## src/rtl/rrts_pkg.sv

```systemverilog
// Shared types and constants for the round-robin thread scheduler.
// Used by rrts_ctrl, rrts_dpath and round_robin_thread_scheduler.
`default_nettype none
package rrts_pkg;

    localparam int MAX_THREADS = 16;
    localparam int ID_W        = 4;
    localparam int SLOT_W      = $clog2(MAX_THREADS);
    localparam int LEN_W       = $clog2(MAX_THREADS + 1);

    // command kinds
    localparam logic [3:0] K_START  = 4'd0;
    localparam logic [3:0] K_BOOT   = 4'd1;
    localparam logic [3:0] K_ATTACH = 4'd2;
    localparam logic [3:0] K_DETACH = 4'd3;
    localparam logic [3:0] K_SLEEP  = 4'd4;
    localparam logic [3:0] K_WAKE   = 4'd5;
    localparam logic [3:0] K_SETRUN = 4'd6;
    localparam logic [3:0] K_SWITCH = 4'd7;
    localparam logic [3:0] K_EXIT   = 4'd8;

    // result status codes
    localparam logic [1:0] RS_OK     = 2'd0;
    localparam logic [1:0] RS_FAIL   = 2'd1;
    localparam logic [1:0] RS_CANCEL = 2'd2;

    typedef enum logic [1:0] {
        ST_ABSENT = 2'd0,
        ST_READY  = 2'd1,
        ST_SLEEP  = 2'd2,
        ST_RUN    = 2'd3
    } slot_st_t;

    typedef enum logic [3:0] {
        UOP_NONE,
        UOP_DROP_RUN,
        UOP_RUN_HEAD,
        UOP_RUN_T,
        UOP_SLEEP_T,
        UOP_ABSENT_T,
        UOP_REMOVE_T,
        UOP_PUSH_T,
        UOP_PUSH_RUN,
        UOP_SLEEP_RUN,
        UOP_WAKE_SET,
        UOP_WAKE_CLR,
        UOP_POP_NX,
        UOP_RUN_NX
    } uop_t;

    typedef enum logic [2:0] {
        S_IDLE,
        S_DEC,
        S_EX2,
        S_EX3,
        S_RESP
    } ctl_state_t;

    // controller -> datapath
    typedef struct packed {
        logic load;
        uop_t uop;
    } ctl_cmd_t;

    // datapath -> controller
    typedef struct packed {
        logic [3:0] kind;
        slot_st_t   st_t;
        logic       t_ok;
        logic       asleep;
        logic       run_present;
        logic       run_is_t;
        logic       wp_run;
        logic       q_empty;
    } dp_stat_t;

endpackage
`default_nettype wire

```

## src/rtl/rrts_dpath.sv

```systemverilog
// Datapath: slot state, wake flags, ready queue and running slot.
// Depends on rrts_pkg; executes one micro-op per cycle from rrts_ctrl.
`default_nettype none
module rrts_dpath
    import rrts_pkg::*;
(
    input  wire logic              clk,
    input  wire logic              rst_n,
    input  wire ctl_cmd_t          cmd,
    input  wire logic [3:0]        kind,
    input  wire logic [ID_W-1:0]   thread_id,
    input  wire logic              attach_sleeping,
    output dp_stat_t               stat,
    output logic [ID_W-1:0]        running_id,
    output logic                   running_valid,
    output logic [4:0]             ready_count
);

    logic [3:0]       kind_reg;
    logic [ID_W-1:0]  tid_reg;
    logic             asleep_reg;
    logic [ID_W-1:0]  run_slot_reg, run_slot_next;
    logic             run_present_reg, run_present_next;
    logic [ID_W-1:0]  nx_reg, nx_next;
    logic [LEN_W-1:0] len_reg, len_next;
    slot_st_t         st_reg [MAX_THREADS];
    logic             wp_reg [MAX_THREADS];
    logic [ID_W-1:0]  order_reg [MAX_THREADS];
    logic [ID_W-1:0]  order_next [MAX_THREADS];

    logic             st_we;
    logic [SLOT_W-1:0] st_addr;
    slot_st_t         st_data;
    logic             wp_we;
    logic [SLOT_W-1:0] wp_addr;
    logic             wp_data;

    logic             t_ok;
    logic [SLOT_W-1:0] t_slot, run_sl, head_sl;
    logic             q_full, q_empty;
    logic [MAX_THREADS-1:0] hit, shift_at;
    logic             hit_any;
    logic             do_push;
    logic [ID_W-1:0]  push_id;

    assign t_ok    = (32'(tid_reg) < MAX_THREADS);
    assign t_slot  = SLOT_W'(tid_reg);
    assign run_sl  = SLOT_W'(run_slot_reg);
    assign head_sl = SLOT_W'(order_reg[0]);
    assign q_empty = (len_reg == '0);
    assign q_full  = (32'(len_reg) >= MAX_THREADS);

    // position of tid in the queue, and everything at or above it
    always_comb
    begin
        for (int i = 0; i < MAX_THREADS; i++)
        begin
            hit[i] = (order_reg[i] == tid_reg) && (32'(i) < 32'(len_reg));
        end
        shift_at[0] = hit[0];
        for (int i = 1; i < MAX_THREADS; i++)
        begin
            shift_at[i] = shift_at[i-1] | hit[i];
        end
        hit_any = |hit;
    end

    always_comb
    begin
        run_slot_next    = run_slot_reg;
        run_present_next = run_present_reg;
        nx_next          = nx_reg;
        len_next         = len_reg;
        for (int i = 0; i < MAX_THREADS; i++)
        begin
            order_next[i] = order_reg[i];
        end
        st_we   = 1'b0;
        st_addr = t_slot;
        st_data = ST_ABSENT;
        wp_we   = 1'b0;
        wp_addr = t_slot;
        wp_data = 1'b0;
        do_push = 1'b0;
        push_id = tid_reg;

        unique case (cmd.uop)
            UOP_DROP_RUN:
            begin
                st_we            = run_present_reg;
                st_addr          = run_sl;
                st_data          = ST_ABSENT;
                run_present_next = 1'b0;
                run_slot_next    = '0;
            end
            UOP_RUN_HEAD, UOP_POP_NX:
            begin
                if (!q_empty)
                begin
                    for (int i = 0; i < MAX_THREADS - 1; i++)
                    begin
                        order_next[i] = order_reg[i+1];
                    end
                    len_next = len_reg - 1'b1;
                    if (cmd.uop == UOP_RUN_HEAD)
                    begin
                        run_slot_next    = order_reg[0];
                        run_present_next = 1'b1;
                        st_we            = 1'b1;
                        st_addr          = head_sl;
                        st_data          = ST_RUN;
                    end
                    else
                    begin
                        nx_next = order_reg[0];
                    end
                end
                else if (cmd.uop == UOP_RUN_HEAD)
                begin
                    run_slot_next    = '0;
                    run_present_next = 1'b0;
                end
            end
            UOP_RUN_T:
            begin
                run_slot_next    = tid_reg;
                run_present_next = 1'b1;
                st_we            = 1'b1;
                st_data          = ST_RUN;
            end
            UOP_RUN_NX:
            begin
                run_slot_next    = nx_reg;
                run_present_next = 1'b1;
                st_we            = 1'b1;
                st_addr          = SLOT_W'(nx_reg);
                st_data          = ST_RUN;
            end
            UOP_SLEEP_T:
            begin
                st_we   = 1'b1;
                st_data = ST_SLEEP;
            end
            UOP_ABSENT_T:
            begin
                st_we   = 1'b1;
                st_data = ST_ABSENT;
            end
            UOP_REMOVE_T:
            begin
                for (int i = 0; i < MAX_THREADS - 1; i++)
                begin
                    if (shift_at[i])
                        order_next[i] = order_reg[i+1];
                end
                if (hit_any)
                    len_next = len_reg - 1'b1;
            end
            UOP_PUSH_T:
            begin
                do_push = 1'b1;
            end
            UOP_PUSH_RUN:
            begin
                do_push = run_present_reg;
                push_id = run_slot_reg;
            end
            UOP_SLEEP_RUN:
            begin
                st_we            = 1'b1;
                st_addr          = run_sl;
                st_data          = ST_SLEEP;
                run_present_next = 1'b0;
            end
            UOP_WAKE_SET:
            begin
                wp_we   = 1'b1;
                wp_data = 1'b1;
            end
            UOP_WAKE_CLR:
            begin
                wp_we   = 1'b1;
                wp_addr = run_sl;
                wp_data = 1'b0;
            end
            default:
            begin
            end
        endcase

        if (do_push && !q_full)
        begin
            order_next[SLOT_W'(len_reg)] = push_id;
            len_next = len_reg + 1'b1;
            st_we    = 1'b1;
            st_addr  = SLOT_W'(push_id);
            st_data  = ST_READY;
        end
    end

    always_ff @(posedge clk or negedge rst_n)
    begin
        if (!rst_n)
        begin
            run_slot_reg    <= '0;
            run_present_reg <= 1'b0;
            len_reg         <= '0;
            for (int i = 0; i < MAX_THREADS; i++)
            begin
                st_reg[i] <= ST_ABSENT;
                wp_reg[i] <= 1'b0;
            end
        end
        else
        begin
            run_slot_reg    <= run_slot_next;
            run_present_reg <= run_present_next;
            len_reg         <= len_next;
            if (st_we)
                st_reg[st_addr] <= st_data;
            if (wp_we)
                wp_reg[wp_addr] <= wp_data;
        end
    end

    // payload: no reset
    always_ff @(posedge clk)
    begin
        nx_reg <= nx_next;
        for (int i = 0; i < MAX_THREADS; i++)
        begin
            order_reg[i] <= order_next[i];
        end
        if (cmd.load)
        begin
            kind_reg   <= kind;
            tid_reg    <= thread_id;
            asleep_reg <= attach_sleeping;
        end
    end

    always_comb
    begin
        stat.kind        = kind_reg;
        stat.st_t        = t_ok ? st_reg[t_slot] : ST_ABSENT;
        stat.t_ok        = t_ok;
        stat.asleep      = asleep_reg;
        stat.run_present = run_present_reg;
        stat.run_is_t    = (run_slot_reg == tid_reg);
        stat.wp_run      = wp_reg[run_sl];
        stat.q_empty     = q_empty;
    end

    assign running_id    = run_present_reg ? run_slot_reg : '0;
    assign running_valid = run_present_reg;
    assign ready_count   = 5'(len_reg);

    a_len_bound: assert property (@(posedge clk) disable iff (!rst_n)
        32'(len_reg) <= MAX_THREADS)
        else $error("ready queue length beyond capacity");

    a_idle_slot: assert property (@(posedge clk) disable iff (!rst_n)
        (cmd.uop == UOP_RUN_HEAD && q_empty) |=> (!run_present_reg && run_slot_reg == '0))
        else $error("empty queue pop left a thread running");

    a_pop_len: assert property (@(posedge clk) disable iff (!rst_n)
        (cmd.uop == UOP_POP_NX && !q_empty) |=> (len_reg == $past(len_reg) - 1'b1))
        else $error("pop did not shorten queue");

endmodule
`default_nettype wire

```

## src/rtl/rrts_ctrl.sv

```systemverilog
// Controller FSM: decodes a command into up to three micro-ops.
// Depends on rrts_pkg; drives rrts_dpath through ctl_cmd_t.
`default_nettype none
module rrts_ctrl
    import rrts_pkg::*;
(
    input  wire logic     clk,
    input  wire logic     rst_n,
    input  wire logic     start,
    input  wire dp_stat_t stat,
    output ctl_cmd_t      cmd,
    output logic          busy,
    output logic          done,
    output logic [1:0]    status
);

    ctl_state_t state_reg, state_next;
    uop_t       p1_reg, p1_next, p2_reg, p2_next;
    logic [1:0] rs_reg, rs_next;
    uop_t       d0, d1, d2;
    logic [1:0] drs;
    logic       accept;

    assign busy   = (state_reg != S_IDLE) && (state_reg != S_RESP);
    assign accept = start && !busy;

    // plan for the latched command
    always_comb
    begin
        d0  = UOP_NONE;
        d1  = UOP_NONE;
        d2  = UOP_NONE;
        drs = RS_OK;
        unique case (stat.kind)
            K_START:
            begin
                d0 = UOP_DROP_RUN;
                d1 = UOP_RUN_HEAD;
                if (stat.q_empty)
                    drs = RS_FAIL;
            end
            K_BOOT:
            begin
                if (stat.t_ok && stat.st_t == ST_ABSENT)
                begin
                    d0 = UOP_DROP_RUN;
                    d1 = UOP_RUN_T;
                end
            end
            K_ATTACH:
            begin
                if (stat.t_ok && stat.st_t == ST_ABSENT)
                    d0 = stat.asleep ? UOP_SLEEP_T : UOP_PUSH_T;
            end
            K_DETACH, K_EXIT:
            begin
                if (stat.kind == K_EXIT && stat.t_ok && stat.st_t == ST_RUN
                    && stat.run_present && stat.run_is_t)
                begin
                    d0 = UOP_ABSENT_T;
                    d1 = UOP_RUN_HEAD;
                end
                else if (stat.t_ok && stat.st_t == ST_SLEEP)
                begin
                    d0 = UOP_ABSENT_T;
                end
                else if (stat.t_ok && stat.st_t == ST_READY)
                begin
                    d0 = UOP_REMOVE_T;
                    d1 = UOP_ABSENT_T;
                end
            end
            K_SLEEP:
            begin
                if (stat.run_present)
                begin
                    if (stat.wp_run)
                    begin
                        d0  = UOP_WAKE_CLR;
                        drs = RS_CANCEL;
                    end
                    else
                    begin
                        d0 = UOP_SLEEP_RUN;
                        d1 = UOP_RUN_HEAD;
                    end
                end
            end
            K_WAKE:
            begin
                if (stat.t_ok)
                    d0 = (stat.st_t == ST_SLEEP) ? UOP_PUSH_T : UOP_WAKE_SET;
            end
            K_SETRUN:
            begin
                if (stat.t_ok && stat.st_t == ST_READY)
                begin
                    d0 = UOP_REMOVE_T;
                    d1 = UOP_PUSH_RUN;
                    d2 = UOP_RUN_T;
                end
            end
            K_SWITCH:
            begin
                if (stat.q_empty)
                begin
                    drs = RS_FAIL;
                end
                else
                begin
                    d0 = UOP_POP_NX;
                    d1 = UOP_PUSH_RUN;
                    d2 = UOP_RUN_NX;
                end
            end
            default:
            begin
            end
        endcase
    end

    always_ff @(posedge clk or negedge rst_n)
    begin
        if (!rst_n)
        begin
            state_reg <= S_IDLE;
            p1_reg    <= UOP_NONE;
            p2_reg    <= UOP_NONE;
            rs_reg    <= RS_OK;
        end
        else
        begin
            state_reg <= state_next;
            p1_reg    <= p1_next;
            p2_reg    <= p2_next;
            rs_reg    <= rs_next;
        end
    end

    always_comb
    begin
        state_next = state_reg;
        p1_next    = p1_reg;
        p2_next    = p2_reg;
        rs_next    = rs_reg;
        cmd.load   = accept;
        cmd.uop    = UOP_NONE;
        done       = 1'b0;
        unique case (state_reg)
            S_IDLE:
            begin
                if (accept)
                    state_next = S_DEC;
            end
            S_DEC:
            begin
                cmd.uop    = d0;
                p1_next    = d1;
                p2_next    = d2;
                rs_next    = drs;
                state_next = S_EX2;
            end
            S_EX2:
            begin
                cmd.uop    = p1_reg;
                state_next = S_EX3;
            end
            S_EX3:
            begin
                cmd.uop    = p2_reg;
                state_next = S_RESP;
            end
            S_RESP:
            begin
                done       = 1'b1;
                state_next = accept ? S_DEC : S_IDLE;
            end
            default:
            begin
                state_next = S_IDLE;
            end
        endcase
    end

    assign status = rs_reg;

    a_dec_seq: assert property (@(posedge clk) disable iff (!rst_n)
        state_reg == S_DEC |=> state_reg == S_EX2 ##1 state_reg == S_EX3
        ##1 state_reg == S_RESP)
        else $error("decode sequence broken");

    a_accept_dec: assert property (@(posedge clk) disable iff (!rst_n)
        accept |=> state_reg == S_DEC)
        else $error("accepted item not decoded");

    a_done_once: assert property (@(posedge clk) disable iff (!rst_n)
        done |=> !done)
        else $error("result strobe repeated");

    a_ex3_resp: assert property (@(posedge clk) disable iff (!rst_n)
        state_reg == S_EX3 |=> done)
        else $error("result not presented after last step");

endmodule
`default_nettype wire

```

## src/rtl/round_robin_thread_scheduler.sv

```systemverilog
// Top level of the round-robin thread scheduler.
// Depends on rrts_pkg, rrts_ctrl and rrts_dpath.
`default_nettype none
// Usage:
//   A command item (kind, thread_id, attach_sleeping) is taken at a rising
//   edge with start high and busy low. Each item yields one result on
//   status, running_id, running_valid and ready_count, shown for exactly
//   one cycle with done high. The receiver cannot stall the block.
// Command sequence:
//   The result is shown after decode and two more steps, in the result
//   cycle, and is taken at the edge ending that cycle. Every command is
//   decoded into at most three queue/state steps run one per cycle in the
//   datapath, so a new item can be taken in the cycle its predecessor's
//   result is shown.
//   The ready queue is a register line; removal from the middle shifts all
//   later entries down in one step.
// Reset:
//   rst_n low clears the running slot, empties the queue and marks every
//   slot absent with no wake pending. Queue entries are not cleared; only
//   entries below the count are read.
module round_robin_thread_scheduler
    import rrts_pkg::*;
(
    input  wire logic            clk,
    input  wire logic            rst_n,
    input  wire logic            start,
    output logic                 busy,
    input  wire logic [3:0]      kind,
    input  wire logic [ID_W-1:0] thread_id,
    input  wire logic            attach_sleeping,
    output logic                 done,
    output logic [1:0]           status,
    output logic [ID_W-1:0]      running_id,
    output logic                 running_valid,
    output logic [4:0]           ready_count
);

    ctl_cmd_t cmd;
    dp_stat_t stat;

    // sequencing of micro-ops and result status
    rrts_ctrl u_ctrl (
        .clk    (clk),
        .rst_n  (rst_n),
        .start  (start),
        .stat   (stat),
        .cmd    (cmd),
        .busy   (busy),
        .done   (done),
        .status (status)
    );

    // slot table, wake flags, ready queue, running slot
    rrts_dpath u_dpath (
        .clk             (clk),
        .rst_n           (rst_n),
        .cmd             (cmd),
        .kind            (kind),
        .thread_id       (thread_id),
        .attach_sleeping (attach_sleeping),
        .stat            (stat),
        .running_id      (running_id),
        .running_valid   (running_valid),
        .ready_count     (ready_count)
    );

endmodule
`default_nettype wire

```

## config.mk

```make
export PLATFORM = sky130hd
export DESIGN_NAME = round_robin_thread_scheduler
export DESIGN_NICKNAME = d
export VERILOG_FILES = /design/src/rtl/rrts_pkg.sv /design/src/rtl/rrts_dpath.sv /design/src/rtl/rrts_ctrl.sv /design/src/rtl/round_robin_thread_scheduler.sv
export SDC_FILE = /design/constraint.sdc
export NUM_CORES = 1
export LEC_CHECK = 0
export ABC_AREA = 0
export BUFFER_PORTS_ARGS = -buffer_cell sky130_fd_sc_hd__buf_2
export CORE_MARGIN = 1.5
export CORE_UTILIZATION = 62
export DETAILED_ROUTE_END_ITERATION = 8
export GPL_ROUTABILITY_DRIVEN = 0
export PLACE_DENSITY = 0.82
export REMOVE_ABC_BUFFERS = 1
export SKIP_LAST_GASP = 1
export SLEW_MARGIN = 30
export SYNTH_ARGS = -nofsm -noshare
export SYNTH_HDL_FRONTEND = slang
export SYNTH_HIERARCHICAL = 1
export SYNTH_SLANG_ARGS = --single-unit
```

## constraint.sdc

```tcl
create_clock -name clk -period 7.8 [get_ports clk]
set_input_delay 0.39 -clock clk [delete_from_list [all_inputs] [get_ports clk]]
set_output_delay 0.39 -clock clk [all_outputs]
set_load 0.01 [all_outputs]
```

==> impl_metrics.yaml, run 1 <==
synthesis:
  synth_cell_type_count: 80
  ys_seq_elements: 147
  synthCells: 1017
  synth_edf_count: 17
  netlist_area_sq_um: 9180
  synthArstFlopShare_pct: 47.6
  yosysSeqAreaShare_pct: 37.7
  yosysWarningCount: 6
  ys.flop_type: "dfrtp_1"
  syn_avg_cell_area_sq_um: 9.02
clocking:
  clk_latency_ns: 0.43
  numCtsBuffers: 17
  clockBufferDepth: 2
  cts.htree.levels: 4
  cts_setup_buffers: 0
  root_buffer: "clkbuf_16"
  cts_tree: "done"
  cts_sinks: 147
  clk_pin_slew_ns: 0.06
power_and_ir_drop:
  leakagePower_nw: 3.98
  clockPowerShare_pct: 29.3
  seq_power_share_pct: 37.9
  p_int_mw: 1.68
  sw_frac_of_total_pct: 38.7
  comb_power_share_pct: 32.8
  vdd_drop_max_v: 0.000214
  powerDensity_nw_per_um2: 276
  switchingPower_mw: 1.06
timing:
  fin_crit_sh_pct: 78.8
  period_minus_slack_ns: 6.15
  tightest_slew_ns: 0.956
  hold_ws_ns: 0.133
  slew_headroom_pct: 36.3
  setup_tns_ns: 0
  fmax_mhz: 163
  setup_violations: 0
  slew_violations: 0
  rsz0062_at_grt: "no"
  finalHoldViolCount: 0
  fin_skew_ns: 0.0124
route:
  wl_um: 24400
  drtIter0Drc: 1232
  routedWlPerCell_um: 20.3
  num_vias: 8096
  ant_nets: 0
  routed_via_density: 6.76
  drc: 0
  drt_pass1_iterations: 6
die:
  start_util_pct: 63.4
  die_h_um: 125
  die_w_um: 125
  core-area_sq_um: 14500
  io_pins: 26
  dieArea_sq_um: 15500
  rows: 44
grt:
  grt_max_degree: 71
  overflow: 0
  grt_pass1_vias: 7705
  grt_antenna_before_repair: 0
  grt_usage_pct: 31.9
  grt_pass1_wl_um: 39900
placement:
  hpwl_um: 16100
  io_buffers: 25
cells_and_area:
  largest_reg_flops: 64
  ff_latch_area_sq_um: 3460
  mostFrequentLayoutCell: "nor2_1"
  num_antenna_cells: 0
  final_cell_mix: "nor2_1 (94), nand2_1 (76), dfrtp_1 (70)"
  nets: 1017
  drive_gt1_share_pct: 13.6
  multi_input_area_sq_um: 5260
  fillers: 1091
  area_growth_pct: 8.07
worst_setup_path:
  start_kind: "flip-flop"
  endpoint_kind: "flip-flop"
  worstSetupPathType: "reg -> reg"
  required_ns: 8.10
  cp_max_fo: 23
  critPathArrivalTime_ns: 6.45
job:
  maxCapViolations: 0
hold_path:
  hold_path.class: "in -> reg"
status:
  status: "finished clean"
-- kinds of logic (layout without fill, tap and decap cells) --
logic type                 after synthesis  after routing  share of synthesized area, %
AOI/OAI and AO/OA                      232            232                          17.0
xor gates and xnor gates                71             71                          6.78
adders and majority gates                4              4                         0.546
buffers and inverters                  102             99                          5.09
DFF                                    147            147                          37.7
muxes                                   87             87                          12.1
other                                    1              1                        0.0409
and+or+nand+nor                        373            373                          20.7
-- critical path, cell delays in order (launching register included) --
cell	delay (ns)
edfxtp_1	0.98
mux4_2	0.43
mux4_2	0.57
and3_1	0.22
nand3_1	0.11
a2111oi_2	0.10
nor3_1	0.21
o22ai_2	0.11
buf_4	0.23
nor4b_4	0.55
nor2_1	0.08
a21oi_1	0.69
inv_1	0.52
o22ai_1	0.43
and2_1	0.24
and3_1	0.21
mux2_1	0.34
-- synthesized netlist by cell type (all sizes together) (7+ instances only) --
master	instances	area [sq um]
a21oi	44	220
a211oi	8	65.1
nand2b	18	113
o21a	7	52.6
nor4	8	50.1
mux2	39	443
xnor2	45	394
and3	10	62.6
o22ai	7	43.8
nand4	29	181
nand2	76	285
clkbuf	43	163
and2	15	93.8
xor2	26	228
inv	24	90.1
nor2	97	372
o211ai	23	173
o21ai	54	270
or3	8	55.1
dfxtp	60	1200
nand3	45	225
mux2i	33	330
dfrtp	70	1750
o31ai	9	67.6
mux4	15	338
a31oi	23	144
buf	33	201
edfxtp	17	510
nor3	30	160
-- through the flow --
step	setup WS [ns]	power [mW]	utilization, %	area (sq um)	instances
after floorplan	1.29	1.62	-	8810	941
after global placement	1.89	1.88	64.1	9280	1164
after detailed placement	1.84	1.91	64.1	9290	1164
after CTS	1.81	2.72	68.3	9890	1196
after global routing	1.42	2.87	68.5	9920	1198
final	1.65	2.74	68.5	9920	1198
-- final timing paths --
path | from | end | slack, ns | depth (start not counted)
worst max-delay path | u_dpath/t_slot[1] | u_dpath/st_reg[7] | 1.65 | 16
worst min-delay path | kind[3] | u_dpath/kind_reg[3] | 0.13 | 1
worst max register to register | u_dpath/t_slot[1] | u_dpath/st_reg[7] | 1.65 | 16
worst min register to register | u_ctrl/state_reg[2] | u_ctrl/state_reg[1] | 0.45 | 1
max in group asynchronous | rst_n | u_dpath/ready_count[0] | 6.73 | 4
min in group asynchronous | rst_n | u_ctrl/state_reg[1] | 0.51 | 3
-- layout make-up --
class / instances / area share, %
Multi-Input combinational cell: 768 / 53.1
Sequential cell: 147 / 34.9
Clock buffer: 23 / 5.36
Timing Repair Buffer: 41 / 2.62
Tap cell: 184 / 2.32
Inverter: 26 / 1.03
Clock inverter: 9 / 0.669
-- repair_timing --
| action | 4_1_cts | 5_1_grt |
|---|---|---|
| gates resized for setup | 0 | 0 |
| hold buffers | 0 | 1 |
| endpoints found under the hold margin | 0 | 30 |
-- power by group through the flow --
stage	combinational, mW	clock (mW)	sequential (mW)
3_3_place_gp	0.843	0	1.04
5_1_grt	0.971	0.844	1.05
4_1_cts	0.871	0.814	1.03
3_5_place_dp	0.863	0	1.04
6_report	0.899	0.803	1.04
2_1_floorplan	0.599	0	1.02
-- routing by layer --
metal / up-vias / GRT usage [%] / routed length, um
li1: 3703 / - / -
met1: 3849 / 43.1 / 10100
met4: 0 / 13.3 / 672
met2: 478 / 50.4 / 11200
met3: 66 / 6.49 / 2320
met5: - / 0 / 0
Power figures use the tool's default switching activity.
==> run 2: changes to the inputs <==
Settings changed: CORE_UTILIZATION 62 to 57, PLACE_DENSITY 0.82 to 0.8.
Clock period 7.8 ns to 5.37 ns, I/O delays scaled along.
==> run 2 against run 1 <==
Clock skew rose by 0.0068 ns; power grew 52%; final cell count rose by 4.3%; non-clock buffer count rose by 19; critical path depth unchanged; global-route usage is 1.8 points lower; count of clock-buffer cells in the layout shrank 6; sequential power increased by 38%; critical path type unchanged.
==> impl_metrics.yaml, run 2 (synthesis gave the netlist of run 1 again) <==
route:
  drc: 0
  drt_pass1_iterations: 6
  wl_um: 25100
  routed_via_density: 6.62
  met1_length_um: 10100
  wl_met2_um: 11700
  num_vias: 8274
  drtIter0Drc: 1174
  top_layer: "met4"
  ant_nets: 0
  routedWlPerCell_um: 20.1
  met3WireLength_um: 2470
worst_setup_path:
  worstSetupPathType: "reg -> reg"
  endpoint_kind: "flip-flop"
  cpPeakStageDelay_ns: 0.53
  crit_start: "u_dpath/t_slot[0]"
  critPathArrivalTime_ns: 5.42
  rr_startpoint: "u_dpath/t_slot[0]"
  required_ns: 5.68
  cp_cell_sequence: "buf_4 > mux4_2 > mux4_2 > nand2b_1 > o31a_1 > a2111oi_2 > nor3_1 > o22ai_4 > buf_4 > inv_1 > o21ai_1 > a22oi_1 > a211oi_1 > and2_1 > and3_1 > mux2_1"
  cp.buffers_inverters: 3
  start_kind: "flip-flop"
  cp_max_fo: 15
  path_delay_family: "compound AO/OA/AOI/OAI gates"
  cpMaxStageDelayCell: "mux4_2"
cells_and_area:
  nets: 1036
  fillers: 1251
  drive_gt1_share_pct: 15.1
  mostFrequentLayoutCell: "nor2_1"
  final_cell_mix: "nor2_1 (93), nand2_1 (75), dfrtp_1 (70)"
  area_growth_pct: 10.7
  largest_reg_flops: 64
  num_antenna_cells: 0
grt:
  grt_max_degree: 71
  grt_usage_pct: 30.1
  grt_antenna_before_repair: 0
  grt_pass1_vias: 7678
  grt_pass1_wl_um: 39700
  overflow: 0
job:
  maxCapViolations: 0
placement:
  io_buffers: 25
  hpwl_um: 16200
timing:
  setup_violations: 0
  rsz0062_at_grt: "no"
  fin_crit_sh_pct: 95.3
  tightest_slew_ns: 0.853
  slew_violations: 0
  finalHoldViolCount: 0
  period_minus_slack_ns: 5.12
  setup_tns_ns: 0
  hold_ws_ns: 0.0114
  slew_headroom_pct: 43.0
  fmax_mhz: 195
  fin_skew_ns: 0.0192
die:
  start_util_pct: 58.0
  die_h_um: 130
  die_w_um: 130
  rows: 46
  io_pins: 26
  core-area_sq_um: 15800
  dieArea_sq_um: 16900
clocking:
  cts_sinks: 147
  cts_tree: "done"
  clk_latency_ns: 0.44
  root_buffer: "clkbuf_16"
  cts.htree.levels: 4
  numCtsBuffers: 17
  clockBufferDepth: 2
  clk_pin_slew_ns: 0.06
power_and_ir_drop:
  leakagePower_nw: 4.09
  vdd_drop_max_v: 0.000252
  powerDensity_nw_per_um2: 410
  p_total_mw: 4.16
status:
  status: "finished clean"
hold_path:
  hold_path.class: "in -> reg"
  hp-start: "thread_id[3]"
run 2: layer usage:
| layer | vias to the layer above | track usage (%) |
|---|---|---|
| met5 | - | 0 |
| met4 | 0 | 12.4 |
| met3 | 90 | 7.13 |
| met1 | 3954 | 40.6 |
| li1 | 3738 | - |
| met2 | 492 | 46.9 |
run 2: final timing paths:
check	end	slack, ns	cells after the start
max	u_dpath/st_reg[7]	0.25	16
min	u_dpath/t_slot[3]	0.01	1
max reg2reg	u_dpath/st_reg[7]	0.25	16
min reg2reg	u_ctrl/state_reg[1]	0.46	1
max in group asynchronous	u_dpath/st_reg[26]	4.43	3
min in group asynchronous	u_ctrl/state_reg[1]	0.46	3
run 2: final cells by class:
| cell class | count | area, sq um | area share, % |
|---|---|---|---|
| Clock buffer | 17 | 425 | 4.19 |
| Clock inverter | 15 | 214 | 2.11 |
| Inverter | 26 | 103 | 1.01 |
| Timing Repair Buffer | 60 | 412 | 4.05 |
| Tap cell | 216 | 270 | 2.66 |
| Sequential cell | 147 | 3460 | 34.1 |
| Multi-Input combinational cell | 768 | 5270 | 51.9 |
run 2: where the power goes:
group	switching (mW)	internal (mW)	total (mW)
sequential	0.158	1.27	1.43
combinational	0.926	0.511	1.44
clock	0.479	0.819	1.30
run 2: metrics by stage:
stage	area (sq um)	setup slack (ns)	util [%]	std cells
2_1_floorplan	8810	-1.14	-	941
3_3_place_gp	9450	0.300	59.7	1213
3_5_place_dp	9450	0.257	59.7	1213
4_1_cts	10100	0.147	63.8	1247
5_1_grt	10200	0.0360	64.2	1249
6_report	10200	0.253	64.2	1249
run 2: what timing repair did:
action | CTS | global route
setup endpoints to repair | 0 | 63
hold endpoints to repair | 2 | 7
setup buffers | 0 | 1
gates resized for setup | 0 | 4
hold buffers | 2 | 1
